## src/hw/rtl/bfd_pkg.sv

```systemverilog
// ----------------------------------------------------------------------------
// Box frame distance package
// Types and constants shared by the distance pipeline modules.
// ----------------------------------------------------------------------------
`default_nettype none

package bfd_pkg;

  localparam int unsigned FrontStages = 4;
  localparam int unsigned SqrtStages  = 17;
  // Front stages, root stages, the edge term stage and the output register.
  localparam int unsigned PipeStages  = FrontStages + SqrtStages + 2;

  typedef enum logic [1:0] {
    RegHalfX = 2'd0,
    RegHalfY = 2'd1,
    RegHalfZ = 2'd2,
    RegThick = 2'd3
  } cfg_reg_e;

  typedef logic signed [15:0] pos_t;
  typedef logic [14:0]        cfg_t;
  typedef logic signed [17:0] dist_t;
  typedef logic signed [17:0] inner_t;
  typedef logic [33:0]        rad_t;
  typedef logic [16:0]        root_t;

  typedef struct packed {
    rad_t   [2:0] rad;
    inner_t [2:0] inner;
  } front_t;

endpackage

`default_nettype wire

```

## src/hw/rtl/bfd_front.sv

```systemverilog
// ----------------------------------------------------------------------------
// Box frame distance front end
// Folds the point onto the frame, squares the clamped edge vectors and sums.
// ----------------------------------------------------------------------------
`default_nettype none

module bfd_front (
  input  logic            clk_i,
  input  logic            en_i,
  input  bfd_pkg::pos_t   pos_x_i,
  input  bfd_pkg::pos_t   pos_y_i,
  input  bfd_pkg::pos_t   pos_z_i,
  input  bfd_pkg::cfg_t   half_x_i,
  input  bfd_pkg::cfg_t   half_y_i,
  input  bfd_pkg::cfg_t   half_z_i,
  input  bfd_pkg::cfg_t   thick_i,
  output bfd_pkg::front_t front_o
);
  import bfd_pkg::*;

  function automatic logic [15:0] clamp0(logic signed [18:0] x);
    return x[18] ? 16'd0 : x[15:0];
  endfunction

  pos_t              pos [3];
  cfg_t              half [3];
  logic signed [17:0] p_d [3], p1_q [3], p2_q [3];
  logic signed [18:0] q_d [3], q2_q [3];
  cfg_t              t1_q;
  logic [31:0]       psq_d [3], qsq_d [3], psq_q [3], qsq_q [3];
  inner_t            inn_d [3], inn_q [3], inn4_q [3];
  rad_t              rad_d [3], rad_q [3];

  assign pos[0]  = pos_x_i;
  assign pos[1]  = pos_y_i;
  assign pos[2]  = pos_z_i;
  assign half[0] = half_x_i;
  assign half[1] = half_y_i;
  assign half[2] = half_z_i;

  always_comb begin
    for (int a = 0; a < 3; a++) begin
      logic signed [17:0] ext, mag;
      logic signed [18:0] s, sa;
      ext = {{2{pos[a][15]}}, pos[a]};
      mag = ext[17] ? -ext : ext;
      p_d[a] = mag - $signed({3'b000, half[a]});
      s  = {p1_q[a][17], p1_q[a]} + $signed({4'b0000, t1_q});
      sa = s[18] ? -s : s;
      q_d[a] = sa - $signed({4'b0000, t1_q});
      psq_d[a] = 32'(clamp0({p2_q[a][17], p2_q[a]})) * 32'(clamp0({p2_q[a][17], p2_q[a]}));
      qsq_d[a] = 32'(clamp0(q2_q[a])) * 32'(clamp0(q2_q[a]));
    end
    // Edge term i keeps p on axis i and q on the other two axes.
    for (int i = 0; i < 3; i++) begin
      logic signed [18:0] mx, v;
      mx = (i == 0) ? {p2_q[0][17], p2_q[0]} : q2_q[0];
      for (int a = 1; a < 3; a++) begin
        v  = (i == a) ? {p2_q[a][17], p2_q[a]} : q2_q[a];
        mx = (v > mx) ? v : mx;
      end
      inn_d[i] = mx[18] ? mx[17:0] : '0;
      rad_d[i] = 34'((i == 0) ? psq_q[0] : qsq_q[0])
               + 34'((i == 1) ? psq_q[1] : qsq_q[1])
               + 34'((i == 2) ? psq_q[2] : qsq_q[2]);
    end
  end

  always_ff @(posedge clk_i) begin
    if (en_i) begin
      t1_q <= thick_i;
      for (int a = 0; a < 3; a++) begin
        p1_q[a]   <= p_d[a];
        p2_q[a]   <= p1_q[a];
        q2_q[a]   <= q_d[a];
        psq_q[a]  <= psq_d[a];
        qsq_q[a]  <= qsq_d[a];
        inn_q[a]  <= inn_d[a];
        inn4_q[a] <= inn_q[a];
        rad_q[a]  <= rad_d[a];
      end
    end
  end

  always_comb begin
    for (int i = 0; i < 3; i++) begin
      front_o.rad[i]   = rad_q[i];
      front_o.inner[i] = inn4_q[i];
    end
  end

endmodule

`default_nettype wire

```

## config.mk

```make
export PLATFORM = sky130hd
export DESIGN_NAME = bfd_front
export DESIGN_NICKNAME = d
export VERILOG_FILES = /design/src/hw/rtl/bfd_pkg.sv /design/src/hw/rtl/bfd_front.sv
export SDC_FILE = /design/constraint.sdc
export NUM_CORES = 2
export LEC_CHECK = 0
export BUFFER_PORTS_ARGS = -buffer_cell sky130_fd_sc_hd__buf_4
export CORE_MARGIN = 2
export CORE_UTILIZATION = 67
export CTS_CLUSTER_DIAMETER = 60
export DETAILED_ROUTE_END_ITERATION = 10
export GPL_TIMING_DRIVEN = 0
export PLACE_DENSITY_LB_ADDON = 0.15
export SLEW_MARGIN = 20
export SYNTH_ARGS = -nofsm -noshare
export SYNTH_HDL_FRONTEND = slang
export SYNTH_SLANG_ARGS = --single-unit
```

## constraint.sdc

```tcl
create_clock -name clk_i -period 13.5 [get_ports clk_i]
set_clock_uncertainty 0.05 [all_clocks]
set_input_delay 0.675 -clock clk_i [delete_from_list [all_inputs] [get_ports clk_i]]
set_output_delay 0.675 -clock clk_i [all_outputs]
set_load 0.02 [all_outputs]
```

==> impl_metrics.toml <==
[cts]
cts.clk_slew.worst_paths_ps = 60
htree_levels = 3
cts.sinks = 576
cts_buffers = 76
cts_resized = 0
root_buffer = "clkbuf_16"
cts_hold_buf = 0
clockBufferDepth = 3
tritoncts = "built"
cts_setup_buffers = 0
clkLatencyLatePin_ps = 680

[layout]
fin_nets = 10400
nFillCells = 8486
syn_to_final_growth_pct = 8.39
final_common_cell = "inv_1"
drive_gt1_share_pct = 5.86
final_util_pct = 73.4
layout_common_cells = "inv_1 (1615), fa_1 (1080), ha_1 (916)"

[placed_design]
hpwl_microns = 186000
io_buffers = 265
gp_congestion = 1.03
dp_slack_ps = 4690

[sta]
setup_violations = 0
fin_setup_tns_ps = 0
rsz0062_at_grt = "false"
finalCritPeriodShare_pct = 66.1
layout_setup_ws_ps = 4570
period_minus_slack_ps = 8930
hold_viol = 0
fmax_mhz = 112
tightestPinTransition_ps = 1290
slew_headroom_pct = 13.2
finalMaxSlewViolations = 0

[floorplan]
fp-row-count = 125
fp.coreArea_sq_um = 116000
ios = 266
die_w_microns = 347
die_y_microns = 347
start_util_pct = 67.7
die-area_sq_um = 120000

[setup_path]
crit_arrival_ps = 9300
startpoint_type = "flop"
required_ps = 13870
critPathMaxFanout = 10
end_kind = "flop"
r2r_slack_ps = 4570
worst-setup-path-type = "flop to flop"

[detailed_routing]
viasPerCell = 5.96
drtPass1Iterations = 6
avgRoutedWirePerCell_microns = 22.4
drt-total-wl_microns = 221000
drc = 0
final_antenna_net_count = 0
via_count = 59000
drt_iter0_drc = 5950

[flow_run]
drv_cap = 0

[hold_path]
hold_class = "primary input to flop"

[global_route]
grt_usage_pct = 37.5
grt_pass1_vias = 60800
grt_start_max_net_pins = 117
overflow = 0
antenna_found_initial = 18
grt_pass1_wl_microns = 342000

[run_status]
outcome = "completed"

[synth]
async_flop_share_pct = 0
netlist-cell-type-count = 96
ys_ff_latch = 576
synth_area_sq_um = 78800
ys_seq_area_share_pct = 22.0
synth_edf_count = 576
syn_avg_cell_area_sq_um = 9.92
netlist_instances = 7941
synth-main-ff-cell = "edfxtp_1"
yosysWarningCount = 0
synth_stat cells, drive strengths merged (9+ instances only):
master / number / share of area (%)
clkbuf: 157 / 0.75
and4: 9 / 0.10
xor2: 125 / 1.4
fa: 1080 / 27
ha: 916 / 15
nand4: 37 / 0.29
a31oi: 22 / 0.17
buf: 13 / 0.087
nand2b: 53 / 0.42
nand2: 602 / 2.9
nand3: 98 / 0.62
o211ai: 23 / 0.22
clkinv: 11 / 0.052
a21o: 165 / 1.6
nor3: 140 / 0.91
mux2i: 57 / 0.72
and3: 59 / 0.47
and2: 233 / 1.9
a211o: 12 / 0.13
o41ai: 16 / 0.23
a31o: 20 / 0.22
o2111ai: 9 / 0.10
nor4: 15 / 0.13
nor2b: 118 / 0.94
a2111oi: 11 / 0.13
o21a: 51 / 0.49
xnor2: 362 / 4.0
or2: 18 / 0.14
inv: 1617 / 7.7
o31ai: 55 / 0.57
or3: 41 / 0.33
o21bai: 72 / 0.70
mux2: 9 / 0.13
edfxtp: 576 / 22
a21boi: 14 / 0.13
or4: 9 / 0.086
o21ai: 217 / 1.4
nor2: 358 / 1.7
a21oi: 359 / 2.3
a211oi: 75 / 0.75
worst max-delay path, cell delays in order, from the launching register on:
cell,delay [ps]
edfxtp_1,460
clkbuf_1,730
clkbuf_1,670
nor2b_1,350
clkbuf_1,390
nand2_1,230
inv_1,70
fa_1,480
inv_1,60
fa_1,530
inv_1,50
fa_1,480
fa_1,510
fa_1,500
inv_1,50
fa_1,470
inv_1,50
ha_1,360
a21o_1,210
a21oi_1,260
o31ai_1,150
a21oi_1,260
o21bai_1,140
a2111oi_0,650
o31ai_1,190
a21oi_1,210
xnor2_1,80
sequential cells by signal, summed over array words and instances, names as in the netlist:
name and cells:
p2_q 54, p1_q 54, inn_q 54, inn4_q 54, qsq_q 93, q2_q 57
t1_q 15, psq_q 93, rad_q 102
cell type report:
cell class	instances	area, sq um	area share [%]
multi-input cells	5575	54800	64.1
flip-flops and latches	576	17300	20.3
inverters	1628	6110	7.16
repair buffers	271	2140	2.51
clock buffers	85	2000	2.34
well taps	1524	1910	2.23
plain buffers	170	659	0.772
clock inverters	53	499	0.585
diodes	9	22.5	0.0264
kinds of logic (layout without fill, tap and decap cells):
kind of cell / count (synthesis) / after routing / share of synthesized area, %
buffers and inverters: 1798 / 2207 / 8.59
XOR/XNOR: 487 / 487 / 5.43
flip-flops: 576 / 576 / 22.0
AND/OR/NAND/NOR: 1822 / 1822 / 11.2
adder cells (fa/ha/maj): 1996 / 1996 / 42.0
multiplexers: 66 / 66 / 0.853
AO/OA/AOI/OAI: 1195 / 1195 / 9.93
other: 1 / 18 / 0.00476
path summary, 6_finish.rpt:
| path | start | endpoint | cells past startpoint |
|---|---|---|---|
| setup / recovery | q2_q[0][37] | qsq_q[0][53] | 26 |
| hold / removal | thick_i[1] | t1_q[1] | 1 |
| setup reg to reg | q2_q[0][37] | qsq_q[0][53] | 26 |
| hold reg to reg | inn_q[0][9] | inn4_q[0][9] | 0 |
metal layers:
metal / global-route usage, % / wire, microns
met1: 48.4 / 84600
met2: 57.5 / 96500
met3: 8.84 / 23500
met4: 23.4 / 16600
met5: 0 / 113
per-stage QoR:
stage                     hold slack, ps  instance area, sq um  cells
after floorplan                      350                 78800   7949
after global placement               350                 82700   9738
after detailed placement             355                 82900   9744
after CTS                           92.5                 85400   9882
after global routing                 115                 85400   9882
final                                134                 85400   9891
Power is left out: the tool's default activity adds up to more than one toggle a clock period on the data nets, which glitch-free logic cannot reach.
