[src/hw/rtl/bfd_pkg.sv]
// ----------------------------------------------------------------------------
// Box frame distance package
// Types and constants shared by the distance pipeline modules.
// ----------------------------------------------------------------------------
`default_nettype none

package bfd_pkg;

  localparam int unsigned FrontStages = 4;
  localparam int unsigned SqrtStages  = 17;
  // Front stages, root stages, the edge term stage and the output register.
  localparam int unsigned PipeStages  = FrontStages + SqrtStages + 2;

  typedef enum logic [1:0] {
    RegHalfX = 2'd0,
    RegHalfY = 2'd1,
    RegHalfZ = 2'd2,
    RegThick = 2'd3
  } cfg_reg_e;

  typedef logic signed [15:0] pos_t;
  typedef logic [14:0]        cfg_t;
  typedef logic signed [17:0] dist_t;
  typedef logic signed [17:0] inner_t;
  typedef logic [33:0]        rad_t;
  typedef logic [16:0]        root_t;

  typedef struct packed {
    rad_t   [2:0] rad;
    inner_t [2:0] inner;
  } front_t;

endpackage

`default_nettype wire

[src/hw/rtl/bfd_sqrt.sv]
// ----------------------------------------------------------------------------
// Box frame distance square root lane
// Pipelined restoring integer square root, one root bit per stage.
// ----------------------------------------------------------------------------
`default_nettype none

module bfd_sqrt (
  input  logic           clk_i,
  input  logic           en_i,
  input  bfd_pkg::rad_t  rad_i,
  input  bfd_pkg::inner_t inner_i,
  output bfd_pkg::root_t root_o,
  output bfd_pkg::inner_t inner_o
);
  import bfd_pkg::*;

  logic [17:0] rem_q  [SqrtStages];
  root_t       root_q [SqrtStages];
  rad_t        rad_q  [SqrtStages];
  inner_t      inn_q  [SqrtStages];

  for (genvar k = 0; k < SqrtStages; k++) begin : g_stage
    logic [17:0] rem_in;
    root_t       root_in;
    rad_t        rad_in;
    inner_t      inn_in;
    logic [19:0] work, trial;

    if (k == 0) begin : g_first
      assign rem_in  = '0;
      assign root_in = '0;
      assign rad_in  = rad_i;
      assign inn_in  = inner_i;
    end else begin : g_next
      assign rem_in  = rem_q[k-1];
      assign root_in = root_q[k-1];
      assign rad_in  = rad_q[k-1];
      assign inn_in  = inn_q[k-1];
    end

    assign work  = {rem_in, rad_in[33:32]};
    assign trial = {1'b0, root_in, 2'b01};

    always_ff @(posedge clk_i) begin
      if (en_i) begin
        if (work >= trial) begin
          rem_q[k]  <= 18'(work - trial);
          root_q[k] <= {root_in[15:0], 1'b1};
        end else begin
          rem_q[k]  <= work[17:0];
          root_q[k] <= {root_in[15:0], 1'b0};
        end
        rad_q[k] <= {rad_in[31:0], 2'b00};
        inn_q[k] <= inn_in;
      end
    end
  end

  assign root_o  = root_q[SqrtStages-1];
  assign inner_o = inn_q[SqrtStages-1];

endmodule

`default_nettype wire

[config.mk]
export PLATFORM = sky130hd
export DESIGN_NAME = bfd_sqrt
export DESIGN_NICKNAME = d
export VERILOG_FILES = /design/src/hw/rtl/bfd_pkg.sv /design/src/hw/rtl/bfd_sqrt.sv
export SDC_FILE = /design/constraint.sdc
export NUM_CORES = 1
export LEC_CHECK = 0
export BUFFER_PORTS_ARGS = -buffer_cell sky130_fd_sc_hd__buf_2
export CAP_MARGIN = 40
export CORE_ASPECT_RATIO = 0.7
export CORE_UTILIZATION = 61
export DETAILED_ROUTE_END_ITERATION = 12
export PLACE_DENSITY = 0.85
export RECOVER_POWER = 25
export SLEW_MARGIN = 20
export SYNTH_ARGS = -nofsm -noshare
export SYNTH_HDL_FRONTEND = slang
export SYNTH_SLANG_ARGS = --single-unit
[constraint.sdc]
create_clock -name clk_i -period 3.95 [get_ports clk_i]
set_input_delay 0.1975 -clock clk_i [delete_from_list [all_inputs] [get_ports clk_i]]
set_output_delay 0.1975 -clock clk_i [all_outputs]
set_load 0.005 [all_outputs]
==> results of run 1 <==
## cells by family (layout without fill, tap and decap cells)
family                     after synthesis  in the layout
xor gates and xnor gates               204            204
muxes                                   32             32
and+or+nand+nor                        626            626
adders and majority gates              172            172
AOI/OAI and AO/OA                      467            467
DFF                                    999            999
buffers and inverters                  272            554
## metal layers
metal | routed length (um) | vias to the layer above | GRT usage
li1 | - | 10800 | -
met1 | 33200 | 11100 | 0.309
met2 | 36100 | 799 | 0.370
met3 | 4540 | 178 | 0.0389
met4 | 2170 | 0 | 0.0764
met5 | 0 | - | 0
## synth_stat cells, drive strengths merged, types with 7 or more instances
library cell	count
nor4	33
a31oi	18
o211ai	13
and3	7
inv	214
or4	16
or3	23
a21oi	158
nand3	52
nand4	22
nor3	56
nand2	145
o21ai	120
clkbuf	53
nor2b	29
or2	13
mux2	27
xor2	106
o21a	30
nand4b	8
a21o	50
nand2b	30
xnor2	98
o21bai	8
nor2	159
edfxtp	998
ha	172
## cell type report
type                    instances  share of cell area
clock buffers                 114              0.0512
repair buffers                173              0.0281
well taps                     891              0.0239
inverters                     214              0.0173
flip-flops and latches        999               0.644
multi-input cells            1501               0.222
clock inverters                53              0.0135
## metrics by stage
| stage | setup slack, ns | hold WS [ns] | utilization |
|---|---|---|---|
| CTS | 0.528 | 0.197 | 0.697 |
| floorplan | 1.04 | 0.296 | - |
| detailed placement | 0.648 | 0.376 | 0.644 |
| global route | 0.262 | 0.213 | 0.698 |
| finish | 0.388 | 0.232 | 0.698 |
| global placement | 0.751 | 0.374 | 0.643 |
## worst max path at each step
| stage | from | slack [ns] | cells past startpoint | endpoint |
|---|---|---|---|---|
| floorplan | rem_q[4][8] | 1.04 | 8 | rem_q[5][11] |
| global placement | rad_q[0][382] | 0.75 | 10 | rem_q[12][15] |
| detailed placement | rad_q[0][382] | 0.65 | 10 | rem_q[12][15] |
| CTS | rem_q[3][0] | 0.53 | 8 | rem_q[4][13] |
| global route | rem_q[3][0] | 0.26 | 8 | rem_q[4][13] |
| finish | rem_q[3][0] | 0.39 | 8 | rem_q[4][13] |
## worst reg2reg max path, cell delays in order, from the launching register on
cell and delay (ns):
edfxtp_1 0.41, ha_1 0.39, nor2b_1 0.17, o21ai_0 0.26
a21oi_1 0.14, o21ai_0 0.61, nand3_1 0.78, nand4b_1 0.45
xnor2_1 0.09
## what timing repair did
item,CTS,global route
hold buffers,53,0
resized for setup,0,0
endpoints found under the hold margin,93,0
## where the power goes
group	total, mW	leakage, nW	switching [mW]	internal, mW
Clock	8.87	1.44	3.87	5.00
Sequential	13.4	9.64	0.540	12.9
Combinational	3.03	6.50	1.75	1.28
Total	25.3	17.6	6.17	19.2
## flip-flops by register name, indices dropped and copies added (netlist names)
signal  cells
root_q    153
rem_q     268
rad_q     272
inn_q     306
==> out/results.ini, run 1 <==
[run_status]
outcome = complete, no violations

[yosys]
yosysTopAreaCell = edfxtp_1
synth_xor_area_frac = 0.0432
syn_area_per_cell_um2 = 14.9
synthArstFlopShare = 0
synth-compound-area-share = 0.0696
yosys-top-cells-area = edfxtp_1 73%, ha_1 5.2%, xor2_1 2.2%
synthAdderAreaFrac = 0.0521
synth_warnings = 0
syn_area_um2 = 41300
synthSimpleGateAreaFrac = 0.0760
ys_seq_elements = 999
yosysUniqueCellTypes = 75
seq_area_frac_synth = 0.726
synth_ff_type = edfxtp_1
synth_edf_count = 998
syn_nets = 2998
syn_inst = 2772
synthMuxAreaShare = 0.00857
synth_top_area_frac = 0.725
synth_top_family_by_area = simple AND/OR/NAND/NOR gates

[route]
ant_nets = 0
firstDrtPassIters = 6
vias = 22900
wl_um = 76000
drc_errors = 0
wl_per_cell_um = 19.3
first_iter_violations = 2286
viasPerCell = 5.80

[final_layout]
instances_no_fill = 3945
drive_gt1_frac = 0.0972
regArea_um2 = 30000
multiInputGateArea_um2 = 10300
fillers = 4262
stdcell_area_um2 = 46600
final_cell_mix = 998 x edfxtp_1, 212 x inv_1, 172 x ha_1
layout_commonest_cell = edfxtp_1
area_growth_pct = 12.7
diodes = 0
nets = 3206

[placement]
place_hpwl_um = 48800
gp_congestion = 0.910
place_area_um2 = 43000
dp.cells = 3721
numPortBuffers = 88

[clock_tree]
clockBufferDepth = 3
cts.sinks = 999
clkTransAtPathRegs_ns = 0.07
htree_levels = 3
cts_tree = yes
clk_latency_ns = 0.67
cts_root_buf = clkbuf_16
postCtsSetupRepairBufs = 0
cts_buffers = 91

[global_routing]
grt_pass1_vias = 22600
grt_max_degree = 194
track_usage = 0.225
grt_pass1_wl_um = 121000
antenna_found_initial = 0
grt-ovfl-total = 0

[setup_path]
cpMaxStageDelayCell = nand3_1
worst-path-buf-inv = 0
crit_type = reg -> reg
r2r-end = rem_q[4][13]
startpoint_type = flop
reg2regPathDepth = 8
crit_chain = ha_1 -> nor2b_1 -> o21ai_0 -> a21oi_1 -> o21ai_0 -> nand3_1 -> nand4b_1 -> xnor2_1
critical_path.most_common_cell = o21ai_0
cp_max_fo = 18
worst_ep_required_time_ns = 4.36
regToRegStartpoint = rem_q[3][0]
end_kind = flop
ff2ff_setup_slack_ns = 0.39
worstPathArrival_ns = 3.97
slowest_delay_ns = 0.78
crit_family = simple AND/OR/NAND/NOR gates

[floorplan]
core_area_um2 = 66700
start_util = 0.619
die_area_um2 = 68800
num_rows = 79
ios = 89
die_width_um = 313
die_h_um = 220

[timing]
finalCriticalPeriod_ns = 3.56
skew_ns = 0.0371
max_freq_ghz = 0.281
tightest_slew_ns = 1.01
max_slew_margin = 0.330
finalMaxSlewViolations = 0
fin_tns_setup_ns = 0
rsz0062_at_grt = false
fin_crit_sh = 0.902
hold_viol_final = 0
finalSetupViolCount = 0

[min_path]
hold_start = rad_i[15]
hold_class = in -> reg
holdPathEnd = rad_q[0][15]
min_path_cells = 2

[pwr]
ir_worst_vdd_mv = 0.403
p_per_area_nw_per_um2 = 544
power_mw = 25.3
p_leak_nw = 17.6

[flow_run]
max_cap_violations = 0

Note: power is estimated with default switching activity, not from simulation.
==> run 2, diff against run 1 <==
CORE_UTILIZATION = 56   (was 61)
PLACE_DENSITY = 0.82   (was 0.85)
clock period = 3.1 ns   (was 3.95 ns; I/O delays follow)
==> out/results.ini, run 2 (synthesis results as in run 1) <==
[pwr]
ir_worst_vdd_mv = 0.570  ; +42%
power_mw = 32.4  ; +28%
p_per_area_nw_per_um2 = 691  ; +27%
p_leak_nw = 17.7  ; +0.79%

[clock_tree]
cts_root_buf = clkbuf_16
cts.sinks = 999  ; unchanged
clk_latency_ns = 0.67  ; about the same
cts_buffers = 90  ; -1.1%
htree_levels = 3  ; unchanged
clockBufferDepth = 3  ; unchanged
cts_tree = yes
clkTransAtPathRegs_ns = 0.07  ; about the same

[timing]
fin_crit_sh = 0.977  ; +0.0748
skew_ns = 0.0275  ; -0.00954 ns
tightest_slew_ns = 1.12  ; +0.111 ns
rsz0062_at_grt = false
max_freq_ghz = 0.330  ; +18%
holdWs_ns = 0.201  ; -0.0305 ns
finalCriticalPeriod_ns = 3.03  ; -0.535 ns
hold_viol_final = 0  ; unchanged
max_slew_margin = 0.255  ; -0.0741
finalSetupViolCount = 0  ; unchanged
finalMaxSlewViolations = 0  ; unchanged

[route]
wl_per_cell_um = 19.0  ; -1.2%
first_iter_violations = 2112  ; -7.6%
wl_um = 77000  ; +1.3%
vias = 22800  ; -0.52%
ant_nets = 0  ; unchanged
drc_errors = 0  ; unchanged
firstDrtPassIters = 5  ; -1
viasPerCell = 5.63  ; -2.9%

[setup_path]
cp_max_fo = 6  ; -12
worstPathArrival_ns = 3.41  ; -0.56 ns
crit_type = reg -> reg
crit_family = simple AND/OR/NAND/NOR gates
ff2ff_setup_slack_ns = 0.07  ; -0.32 ns
r2r-end = rem_q[5][11]
cpMaxStageDelayCell = or4_4
startpoint_type = flop
reg2regPathDepth = 7  ; -1
regToRegStartpoint = rem_q[4][8]
worst_ep_required_time_ns = 3.48  ; -0.88 ns
critical_path.most_common_cell = or4_4
crit_chain = or4_4 -> or4_4 -> or3_1 -> a2111oi_4 -> or4_4 -> nor4_1 -> xor2_1
end_kind = flop
slowest_delay_ns = 0.60  ; -0.18 ns
worst-path-buf-inv = 0  ; unchanged

[global_routing]
grt_max_degree = 205  ; +5.7%
grt_pass1_vias = 22100  ; -2.4%
grt-ovfl-total = 0  ; unchanged
antenna_found_initial = 2  ; +2
globalRouteMet3Util = 0.0350  ; -0.00388
grt_pass1_wl_um = 120000  ; -0.81%
grt_busiest_layer = met2
met2_usage = 0.329  ; -0.0410
track_usage = 0.204  ; -0.0212
grtUsageMet1 = 0.290  ; -0.0199

[final_layout]
multiInputGateArea_um2 = 10400  ; +0.18%
regArea_um2 = 30000  ; unchanged
diodes = 0  ; unchanged
layout_commonest_cell = edfxtp_1
reg.largest.list = inn_q x306, rad_q x272, rem_q x268
area_growth_pct = 13.4
drive_gt1_frac = 0.106  ; +0.00837
largest_reg_flops = 306  ; unchanged
stdcell_area_um2 = 46900  ; +0.68%
final_cell_mix = 998 x edfxtp_1, 212 x inv_1, 172 x ha_1
fillers = 4884  ; +15%
nets = 3232  ; +0.81%
top_register = inn_q

[run_status]
outcome = complete, no violations

[floorplan]
die_h_um = 229  ; +4.3%
ios = 89  ; unchanged
num_rows = 82  ; +3.8%
die_area_um2 = 74900  ; +8.9%
start_util = 0.571  ; -0.0481
die_width_um = 327  ; +4.3%
core_area_um2 = 72300  ; +8.4%

[placement]
numPortBuffers = 88  ; unchanged
place_hpwl_um = 49900  ; +2.3%
place_area_um2 = 43300  ; +0.71%
gp_congestion = 0.882  ; -3.1%

[min_path]
min_path_cells = 2  ; unchanged
hold_start = rad_i[27]
hold_class = in -> reg
holdPathEnd = rad_q[0][27]

[flow_run]
max_cap_violations = 0  ; unchanged

-- run 2: cell types whose count changed in the layout (fill, tap and decap cells not counted), moves of 3 or more --
cell        before  now
buf_4           24   50
clkinvlp_4       8    4
clkinv_2        10   17
clkinv_4         0    3
buf_2           85   77
clkbuf_1        24   21
-- run 2: worst max-delay path by stage --
stage / depth (start not counted) / to / start
floorplan: 8 / rem_q[5][11] / rem_q[4][8]
global placement: 9 / rem_q[12][15] / rem_q[11][0]
detailed placement: 7 / rem_q[15][3] / rem_q[14][3]
CTS: 7 / rem_q[15][3] / rem_q[14][3]
global route: 7 / rem_q[13][5] / rem_q[12][3]
finish: 7 / rem_q[5][11] / rem_q[4][8]
-- run 2: worst reg2reg max path, delay by kind of cell, from the launching register on --
kind / cells / cell delay (ns)
and+or+nand+nor: 5 / 1.75
DFF: 1 / 0.46
AOI/OAI and AO/OA: 1 / 0.36
xor gates and xnor gates: 1 / 0.17
-- run 2: layer usage --
metal	share of wire	wire length (um)	up-vias
met4	0.022	1660	0
met5	0	0	-
met2	0.48	36600	660
li1	-	-	10800
met3	0.055	4270	131
met1	0.45	34400	11200
-- run 2: through the flow --
stage | TNS [ns] | util | cells | worst slack [ns]
finish | 0 | 0.648 | 4043 | 0.0721
detailed placement | -0.0525 | 0.598 | 3822 | -0.0352
CTS | 0 | 0.648 | 4039 | 0.0414
floorplan | 0 | - | 2772 | 0.190
global route | 0 | 0.648 | 4043 | 0.00240
global placement | 0 | 0.598 | 3821 | 0.129
-- run 2: final cells by class --
type                       instances  share of cell area
clock buffer                     101              0.0489
clock inverter                    62              0.0156
inverter                         214              0.0171
multi-input combinational       1501               0.221
sequential                       999               0.640
tap                              966              0.0258
timing repair buffer             200              0.0321
-- run 2: power breakdown --
group / switching (mW) / internal (mW) / total, mW
Clock: 5.01 / 6.33 / 11.3
Sequential: 0.686 / 16.4 / 17.1
Combinational: 2.25 / 1.68 / 3.93
-- run 2: timing repair --
item / in CTS / in global routing
endpoints found under the hold margin: 54 / 0
hold buffers: 54 / 0
pin swaps: 0 / 1
cloned: 0 / 0
buffers inserted: 0 / 2
resized for setup: 2 / 2
endpoints found under the setup margin: 2 / 10
